<file path="src/sv/clock_offset_latency_estimator_defines.svh">
// Assertion macros for the clock offset and latency estimator.
// Each use names a label, a property body and a message; clk and rst_n
// are taken from the module that uses the macro.
`ifndef CLOCK_OFFSET_LATENCY_ESTIMATOR_DEFINES_SVH
`define CLOCK_OFFSET_LATENCY_ESTIMATOR_DEFINES_SVH
`ifndef SYNTH
`define COLE_ASSERT(lbl, prop, msg) \
  lbl: assert property (@(posedge clk) disable iff (!rst_n) prop) else $error(msg);
`define COLE_ASSERT_ALWAYS(lbl, prop, msg) \
  lbl: assert property (@(posedge clk) prop) else $error(msg);
`else
`define COLE_ASSERT(lbl, prop, msg)
`define COLE_ASSERT_ALWAYS(lbl, prop, msg)
`endif
`endif

</file>
<file path="src/sv/cole_pkg.sv">
package cole_pkg;
  localparam int TS_W        = 16;
  localparam int FULL_W      = 63;
  localparam int OFS_W       = 64;
  localparam int WINDOW_SIZE = 8;
  localparam int WIN_AW      = $clog2(WINDOW_SIZE);
  localparam int CNT_W       = $clog2(WINDOW_SIZE + 1);
  localparam int SUM_W       = OFS_W + WIN_AW;
  localparam int DIVC_W      = $clog2(SUM_W + 1);
  localparam int IN_W        = 208;
  localparam int OUT_W       = 152;
  localparam int CFG_AW      = 1;

  localparam logic [1:0] ACT_SYNC    = 2'd0;
  localparam logic [1:0] ACT_PACK    = 2'd1;
  localparam logic [1:0] ACT_QUERY   = 2'd2;
  localparam logic [1:0] ACT_UNKNOWN = 2'd3;

  localparam logic [CFG_AW-1:0] REG_DEFAULT_LATENCY = 1'd0;
  localparam logic [CFG_AW-1:0] REG_NO_LATENCY_CODE = 1'd1;
endpackage

</file>
<file path="src/sv/clock_offset_latency_estimator.sv">
// Clock offset and one-way latency estimator. Each input transfer carries one
// action in in_tuser: a received sync record, a pack request or a corrector
// latency query; every action produces exactly one result transfer with the
// current status. Packs, queries and sync records that measure no round trip
// pass from acceptance through the calculation state to the result. A sync
// record that measures a round trip also writes its offset to the window,
// sums the n window entries (n from 1 to 8) one entry per cycle from the
// offset memory, and forms the signed mean with a restoring divider, one
// quotient bit per cycle (67 quotient bits), before the result. The block
// takes a new item only when the previous one is done; a finished result
// waits in the output register without blocking acceptance, but the next
// result stalls in its final state until that register is free. No clearing
// pass is needed after reset.
module clock_offset_latency_estimator (
  input  logic                          clk,
  input  logic                          rst_n,
  input  logic                          in_tvalid,
  output logic                          in_tready,
  // peer_timestamp, latency_corrector, peer_latency, peer_full_time,
  // echoed_flag, echoed_timestamp, receive_timestamp, local_full_time, pad
  input  logic [cole_pkg::IN_W-1:0]     in_tdata,
  // action
  input  logic [1:0]                    in_tuser,
  output logic                          out_tvalid,
  input  logic                          out_tready,
  // latency_valid, latency, round_trip, other_latency_valid, other_latency,
  // offset_valid, mean_offset, include_external, external_timestamp,
  // corrector_valid, corrector_latency, pad
  output logic [cole_pkg::OUT_W-1:0]    out_tdata,
  input  logic                          cfg_we,
  input  logic [cole_pkg::CFG_AW-1:0]   cfg_addr,
  input  logic [15:0]                   cfg_wdata
);
`include "clock_offset_latency_estimator_defines.svh"

  localparam logic [3:0] ST_IDLE   = 4'd0;
  localparam logic [3:0] ST_CALC   = 4'd1;
  localparam logic [3:0] ST_OFFS   = 4'd2;
  localparam logic [3:0] ST_SUM    = 4'd3;
  localparam logic [3:0] ST_ABS    = 4'd4;
  localparam logic [3:0] ST_DIV    = 4'd5;
  localparam logic [3:0] ST_SIGN   = 4'd6;
  localparam logic [3:0] ST_FINISH = 4'd7;

  localparam int TW = cole_pkg::TS_W;
  localparam int FW = cole_pkg::FULL_W;
  localparam int OW = cole_pkg::OFS_W;
  localparam int SW = cole_pkg::SUM_W;
  localparam int AW = cole_pkg::WIN_AW;
  localparam int CW = cole_pkg::CNT_W;

  logic [3:0] state_r;

  // Configuration registers.
  logic [TW-1:0] default_latency_r, no_latency_code_r;

  // Latched input item.
  logic [1:0]    act_r;
  logic [TW-1:0] peer_ts_r, corr_in_r, plat_in_r, echo_ts_r, recv_ts_r;
  logic [FW-1:0] peer_full_r, local_full_r;
  logic          echo_flag_r;

  // Estimator state.
  logic          corr_pend_r, ext_pend_r, lat_known_r, peer_known_r, mean_known_r;
  logic [TW-1:0] corr_time_r, ext_time_r, lat_val_r, rtt_r, peer_lat_r;
  logic [OW-1:0] mean_r;
  logic [CW-1:0] count_r;
  logic [AW-1:0] wr_ptr_r;

  // Per-item result flags.
  logic          inc_ext_r, corr_valid_r;
  logic [TW-1:0] ext_ts_r, corr_lat_r;

  // Datapath of the offset mean.
  logic [OW-1:0] diff_r;
  logic [OW-1:0] win_mem [cole_pkg::WINDOW_SIZE];
  logic [OW-1:0] mem_q_r;
  logic [CW-1:0] rd_idx_r;
  logic          rd_vld_r;
  logic [SW-1:0] acc_r;
  logic          neg_r;
  logic [SW-1:0] quo_r;
  logic [CW-1:0] rem_r;
  logic [cole_pkg::DIVC_W-1:0] div_cnt_r;

  logic          out_valid_r;
  logic [cole_pkg::OUT_W-1:0] out_data_r;

  // Combinational helpers.
  logic          finished;
  logic [TW-1:0] rtt_nxt, lat_nxt;
  logic [OW-1:0] offset_nxt;
  logic [CW:0]   trial;
  logic          trial_ge;
  logic          in_xfer;

  assign in_xfer   = in_tvalid && in_tready;
  assign in_tready = (state_r == ST_IDLE);
  assign out_tvalid = out_valid_r;
  assign out_tdata  = out_data_r;

  assign finished   = !corr_pend_r;
  // Timestamps are 16 bits and the wrap is 2^16, so the modular
  // difference is a plain 16-bit subtraction.
  assign rtt_nxt    = recv_ts_r - echo_ts_r;
  assign lat_nxt    = (rtt_nxt < corr_in_r) ? default_latency_r
                                            : TW'((rtt_nxt - corr_in_r) >> 1);
  assign offset_nxt = diff_r + {{(OW-TW){1'b0}}, lat_val_r};
  assign trial      = {rem_r, quo_r[SW-1]};
  assign trial_ge   = (trial >= {1'b0, count_r});

  // Offset window: a circular buffer. The mean does not depend on the order
  // of the entries, so the oldest entry is simply overwritten when full.
  always_ff @(posedge clk) begin
    if (state_r == ST_OFFS) begin
      win_mem[wr_ptr_r] <= offset_nxt;
    end
    mem_q_r <= win_mem[rd_idx_r[AW-1:0]];
  end

  always_ff @(posedge clk) begin
    if (!rst_n) begin
      state_r           <= ST_IDLE;
      default_latency_r <= 16'd50;
      no_latency_code_r <= 16'hFFFF;
      corr_pend_r       <= 1'b0;
      corr_time_r       <= '0;
      ext_pend_r        <= 1'b0;
      ext_time_r        <= '0;
      lat_known_r       <= 1'b0;
      lat_val_r         <= '0;
      rtt_r             <= '0;
      peer_known_r      <= 1'b0;
      peer_lat_r        <= '0;
      count_r           <= '0;
      wr_ptr_r          <= '0;
      mean_known_r      <= 1'b0;
      mean_r            <= '0;
      out_valid_r       <= 1'b0;
      rd_vld_r          <= 1'b0;
      inc_ext_r         <= 1'b0;
      corr_valid_r      <= 1'b0;
    end else begin
      if (cfg_we) begin
        case (cfg_addr)
          cole_pkg::REG_DEFAULT_LATENCY: default_latency_r <= cfg_wdata;
          cole_pkg::REG_NO_LATENCY_CODE: no_latency_code_r <= cfg_wdata;
          default: ;
        endcase
      end
      // The final state loads the next result itself when the register drains.
      if (out_valid_r && out_tready && (state_r != ST_FINISH)) begin
        out_valid_r <= 1'b0;
      end
      case (state_r)
        ST_IDLE: begin
          if (in_xfer) begin
            act_r        <= in_tuser;
            peer_ts_r    <= in_tdata[15:0];
            corr_in_r    <= in_tdata[31:16];
            plat_in_r    <= in_tdata[47:32];
            peer_full_r  <= in_tdata[110:48];
            echo_flag_r  <= in_tdata[111];
            echo_ts_r    <= in_tdata[127:112];
            recv_ts_r    <= in_tdata[143:128];
            local_full_r <= in_tdata[206:144];
            inc_ext_r    <= 1'b0;
            ext_ts_r     <= '0;
            corr_valid_r <= 1'b0;
            corr_lat_r   <= '0;
            state_r      <= ST_CALC;
          end
        end
        ST_CALC: begin
          state_r <= ST_FINISH;
          case (act_r)
            cole_pkg::ACT_SYNC: begin
              if (finished) begin
                ext_time_r <= peer_ts_r;
                ext_pend_r <= 1'b1;
              end
              if (plat_in_r != no_latency_code_r) begin
                peer_known_r <= 1'b1;
                peer_lat_r   <= plat_in_r;
              end
              if (echo_flag_r && finished) begin
                corr_pend_r <= 1'b1;
                corr_time_r <= recv_ts_r;
                if (corr_in_r != no_latency_code_r) begin
                  rtt_r       <= rtt_nxt;
                  lat_val_r   <= lat_nxt;
                  lat_known_r <= 1'b1;
                  diff_r      <= {1'b0, local_full_r} - {1'b0, peer_full_r};
                  state_r     <= ST_OFFS;
                end
              end
            end
            cole_pkg::ACT_PACK: begin
              if (ext_pend_r) begin
                inc_ext_r  <= 1'b1;
                ext_ts_r   <= ext_time_r;
                ext_pend_r <= 1'b0;
              end
            end
            cole_pkg::ACT_QUERY: begin
              if (corr_pend_r) begin
                corr_valid_r <= 1'b1;
                corr_lat_r   <= recv_ts_r - corr_time_r;
                corr_pend_r  <= 1'b0;
              end
            end
            default: ;
          endcase
        end
        ST_OFFS: begin
          if (count_r < CW'(cole_pkg::WINDOW_SIZE)) begin
            count_r <= count_r + 1'b1;
          end
          if (wr_ptr_r == AW'(cole_pkg::WINDOW_SIZE - 1)) begin
            wr_ptr_r <= '0;
          end else begin
            wr_ptr_r <= wr_ptr_r + 1'b1;
          end
          rd_idx_r <= '0;
          rd_vld_r <= 1'b0;
          acc_r    <= '0;
          state_r  <= ST_SUM;
        end
        ST_SUM: begin
          // One read issued per cycle; data arrives from the registered read in the next cycle.
          if (rd_vld_r) begin
            acc_r <= acc_r + {{(SW-OW){mem_q_r[OW-1]}}, mem_q_r};
          end
          if (rd_idx_r < count_r) begin
            rd_idx_r <= rd_idx_r + 1'b1;
            rd_vld_r <= 1'b1;
          end else begin
            rd_vld_r <= 1'b0;
            if (!rd_vld_r) begin
              state_r <= ST_ABS;
            end
          end
        end
        ST_ABS: begin
          neg_r     <= acc_r[SW-1];
          quo_r     <= acc_r[SW-1] ? (~acc_r + 1'b1) : acc_r;
          rem_r     <= '0;
          div_cnt_r <= '0;
          state_r   <= ST_DIV;
        end
        ST_DIV: begin
          // Restoring division of the magnitude by the entry count.
          if (div_cnt_r == cole_pkg::DIVC_W'(SW)) begin
            state_r <= ST_SIGN;
          end else begin
            rem_r     <= trial_ge ? CW'(trial - {1'b0, count_r}) : CW'(trial);
            quo_r     <= {quo_r[SW-2:0], trial_ge};
            div_cnt_r <= div_cnt_r + 1'b1;
          end
        end
        ST_SIGN: begin
          mean_r       <= neg_r ? (~quo_r[OW-1:0] + 1'b1) : quo_r[OW-1:0];
          mean_known_r <= 1'b1;
          state_r      <= ST_FINISH;
        end
        ST_FINISH: begin
          if (!out_valid_r || out_tready) begin
            out_valid_r <= 1'b1;
            out_data_r  <= {3'b000,
                            corr_lat_r, corr_valid_r,
                            ext_ts_r, inc_ext_r,
                            mean_known_r ? mean_r : {OW{1'b0}}, mean_known_r,
                            peer_known_r ? peer_lat_r : {TW{1'b0}}, peer_known_r,
                            lat_known_r ? rtt_r : {TW{1'b0}},
                            lat_known_r ? lat_val_r : no_latency_code_r,
                            lat_known_r};
            state_r     <= ST_IDLE;
          end
        end
        default: state_r <= ST_IDLE;
      endcase
    end
  end

  `COLE_ASSERT(a_accept_starts, in_xfer |=> state_r == ST_CALC, "accepted item did not start")
  `COLE_ASSERT(a_count_bound, count_r <= CW'(cole_pkg::WINDOW_SIZE), "window count overflow")
  `COLE_ASSERT(a_div_bound, state_r == ST_DIV |-> div_cnt_r <= cole_pkg::DIVC_W'(SW), "divider overrun")
  `COLE_ASSERT(a_out_from_finish, $rose(out_valid_r) |-> $past(state_r) == ST_FINISH, "result outside finish")
  `COLE_ASSERT_ALWAYS(a_reset_idle, !rst_n |=> state_r == ST_IDLE && !out_valid_r, "reset not idle")
endmodule
</file>
<file path="config.mk">
export PLATFORM = sky130hd
export DESIGN_NAME = clock_offset_latency_estimator
export DESIGN_NICKNAME = d
export VERILOG_FILES = /design/src/sv/cole_pkg.sv /design/src/sv/clock_offset_latency_estimator.sv
export VERILOG_INCLUDE_DIRS = /design/src /design/src/sv
export SDC_FILE = /design/constraint.sdc
export NUM_CORES = 2
export LEC_CHECK = 0
export ABC_AREA = 1
export BUFFER_PORTS_ARGS = -buffer_cell sky130_fd_sc_hd__buf_2
export CAP_MARGIN = 20
export CORE_MARGIN = 5
export CORE_UTILIZATION = 60
export CTS_BUF_LIST = sky130_fd_sc_hd__clkbuf_4
export DETAILED_ROUTE_END_ITERATION = 12
export GPL_TIMING_DRIVEN = 0
export HOLD_SLACK_MARGIN = 0.08
export PLACE_DENSITY_LB_ADDON = 0.1
export SLEW_MARGIN = 10
export SYNTH_ARGS = -nofsm -noshare
export SYNTH_HDL_FRONTEND = slang
export SYNTH_SLANG_ARGS = --single-unit
</file>
<file path="constraint.sdc">
create_clock -name clk -period 19.7 [get_ports clk]
set_input_delay 2.955 -clock clk [delete_from_list [all_inputs] [get_ports clk]]
set_output_delay 2.955 -clock clk [all_outputs]
set_load 0.03 [all_outputs]
</file>
==> impl_metrics.json <==
{
  "p_int_w": 0.00531,
  "die_x_um": 351,
  "path_clk_slew_ns": 0.07,
  "final.setup.tns_ns": 0,
  "antenna_found_initial": 26,
  "fillCellCount": 9231,
  "hpwl_um": 178000,
  "gp_congestion": 1.02,
  "fin_area_mm2": 0.0787,
  "power.density_mw_per_mm2": 103,
  "pwr-share-comb": 0.250,
  "slowest_delay_ns": 0.38,
  "grt_max_degree": 135,
  "final.setup_skew_ns": 0.101,
  "fmax_ghz": 0.194,
  "peakVddDrop_v": 0.0000818,
  "switching_share": 0.344,
  "yosysSeqAreaShare": 0.556,
  "status": "finished, final reports clean",
  "cts_hold_buf": 0,
  "drt-initial-drc-count": 6299,
  "clock-sinks": 1375,
  "drc": 0,
  "nNetsFinal": 9118,
  "first_pass_iters": 8,
  "ioPinCount": 386,
  "wirelength_um": 228000,
  "synth_common_cells": "1,677 x nand2_1, 1,247 x nor2_1, 1,116 x edfxtp_1",
  "start_util": 0.602,
  "area_growth_pct": 13.0,
  "synth_cells": 7896,
  "period_share": 0.261,
  "cts_setup_buffers": 0,
  "min_period_ns": 5.14,
  "numCtsBuffers": 357,
  "avgViaCountPerCell": 5.74,
  "numPortBuffers": 380,
  "grtUsageMet3": 0.0619,
  "worstPathCellList": "nor2_1 > nand2_1 > inv_1 > buf_2",
  "avgSynthCellArea_um2": 8.82,
  "cts_tree": "done",
  "crit_slowest_cell": "dfxtp_1",
  "p_total_w": 0.00809,
  "ys_warn_count": 0,
  "vias": 60200,
  "rows": 125,
  "path_max_fanout": 7,
  "root_buffer": "clkbuf_4",
  "grt.met1_usage": 0.438,
  "grt_overflow_total": 0,
  "maxCapViolations": 0,
  "ys.flop_type": "edfxtp_1",
  "synth.most_common_cell": "nand2_1",
  "syn-cell-area_mm2": 0.0696,
  "finalHoldViolations": 0,
  "min_path_type": "flip-flop to flip-flop",
  "ant_nets": 0,
  "synth.ff_latch_count": 1375,
  "synth_edf_count": 1116,
  "dieArea_mm2": 0.123,
  "coreArea_mm2": 0.116,
  "clkPwrFrac": 0.301,
  "synth_top_area_frac": 0.481,
  "grtUsageMet2": 0.610,
  "pwr-share-seq": 0.448,
  "crit_arrival_ns": 2.19,
  "first_global_vias": 58700,
  "maxSlewViolCount": 0,
  "tightest_slew_ns": 1.08,
  "grt_pass1_wl_um": 338000,
  "seqCellArea_mm2": 0.0387,
  "cts.path.max_buffers": 4,
  "drive_gt1_frac": 0.122,
  "startpoint_type": "flip-flop",
  "cts_resized": 0,
  "synthArstFlopShare": 0,
  "whs_ns": 0.394,
  "htree_levels": 5,
  "clk_latency_ns": 1.28,
  "setup_viol": 0,
  "max_slew_margin": 0.275,
  "synth_area_leader_cell": "edfxtp_1",
  "dpl_worst_slack_ns": 13.35,
  "track_usage": 0.364,
  "cp-end-kind": "output pin",
  "p_switching_w": 0.00278,
  "multi_input_area_mm2": 0.0263,
  "setup_slack_ns": 14.56,
  "die_y_um": 351,
  "rsz0062_at_grt": "false",
  "synth_area_leaders": "edfxtp_1 48%, nand2_1 9.0%, dfxtp_1 7.4%",
  "ys_types": 60,
  "crit_type": "flip-flop to output pin",
  "top_usage_layer": "met2",
  "wire_per_inst_um": 21.8,
  "total_leakage_power_nw": 32.9,
  "crit_required_ns": 16.75,
  "place_area_mm2": 0.0742
}
-- final timing paths --
path | from | end | slack (ns) | cells past startpoint
max reg2reg | lat_val_r[0]$_SDFFE_PN0P_ | win_mem[0][52]$_DFFE_PP_ | 16.01 | 10
max | state_r[2]$_SDFFE_PN0P_ | in_tready | 14.56 | 4
min reg2reg | corr_lat_r[3]$_SDFFCE_PN0P_ | out_tdata[136]$_DFFE_PP_ | 0.39 | 0
min | corr_lat_r[3]$_SDFFCE_PN0P_ | out_tdata[136]$_DFFE_PP_ | 0.39 | 0
-- area by class of cell --
class / count / share of cell area
sequential: 1375 / 0.492
multi-input combinational: 5295 / 0.335
clock buffer: 530 / 0.0506
inverter: 1012 / 0.0484
timing repair buffer: 418 / 0.0321
tap: 1524 / 0.0242
buffer: 216 / 0.0116
clock inverter: 92 / 0.00596
antenna: 21 / 0.000668
-- power by group through the flow --
stage,Sequential [W],Clock (W),Combinational (W)
CTS,0.00362,0.00247,0.00198
global route,0.00364,0.00263,0.00221
detailed placement,0.00368,0,0.00197
finish,0.00363,0.00244,0.00202
global placement,0.00372,0,0.00190
floorplan,0.00363,0,0.00129
-- through the flow --
| step | util | std cells |
|---|---|---|
| finish | 0.680 | 10500 |
| global route | 0.680 | 10500 |
| CTS | 0.679 | 10500 |
| detailed placement | 0.641 | 9840 |
| global placement | 0.635 | 9802 |
| floorplan | - | 7898 |
-- cells by family after synthesis --
group           synth area share
simple gates               0.208
flops                      0.556
compound gates             0.103
buf+inv                   0.0677
fa+ha+maj                 0.0387
xor+xnor                  0.0264
other cells            0.0000539
-- registers in the layout, summed over array words and instances (netlist names), 63 cells and up --
signal,count
mean_r,64
peer_full_r,63
mem_q_r,64
acc_r,67
win_mem,512
out_tdata,149
quo_r,67
local_full_r,63
diff_r,64
-- layer usage --
metal | up-vias | routed length (µm)
li1 | 28100 | -
met1 | 27900 | 82800
met2 | 3302 | 110000
met3 | 801 | 19100
met4 | 8 | 16700
met5 | - | 53
-- cells in the final DEF, fill, tap and decap left out, types with 5 or more instances in the layout --
| cell type | n |
|---|---|
| nand2_2 | 12 |
| clkbuf_1 | 141 |
| o21bai_1 | 32 |
| o21ai_0 | 628 |
| inv_1 | 998 |
| nor2_1 | 1238 |
| buf_1 | 23 |
| nor3_2 | 7 |
| nor3_1 | 73 |
| diode_2 | 21 |
| a211oi_1 | 5 |
| nor2_2 | 10 |
| o21ai_1 | 11 |
| buf_4 | 23 |
| buf_2 | 418 |
| o21a_1 | 42 |
| nand2_1 | 1677 |
| nand4_1 | 104 |
| clkinv_1 | 78 |
| clkinv_2 | 8 |
| o211ai_1 | 21 |
| nor2_4 | 16 |
| nand3_1 | 333 |
| a21oi_1 | 413 |
| a21o_1 | 15 |
| dfxtp_1 | 259 |
| nor4_1 | 19 |
| a31oi_1 | 74 |
| buf_12 | 21 |
| edfxtp_1 | 1116 |
| xnor2_1 | 49 |
| clkbuf_4 | 530 |
| fa_1 | 7 |
| xor2_1 | 161 |
| o22ai_1 | 66 |
| buf_6 | 5 |
| inv_2 | 13 |
| ha_1 | 204 |
| nand3b_1 | 24 |
-- worst max-delay path, delay by kind of cell (launching register included) --
family	cells	cell delay (ns)
buf+inv	2	0.29
flops	1	0.38
simple gates	2	0.30
No activity file was read; power rests on OpenSTA's default activity.
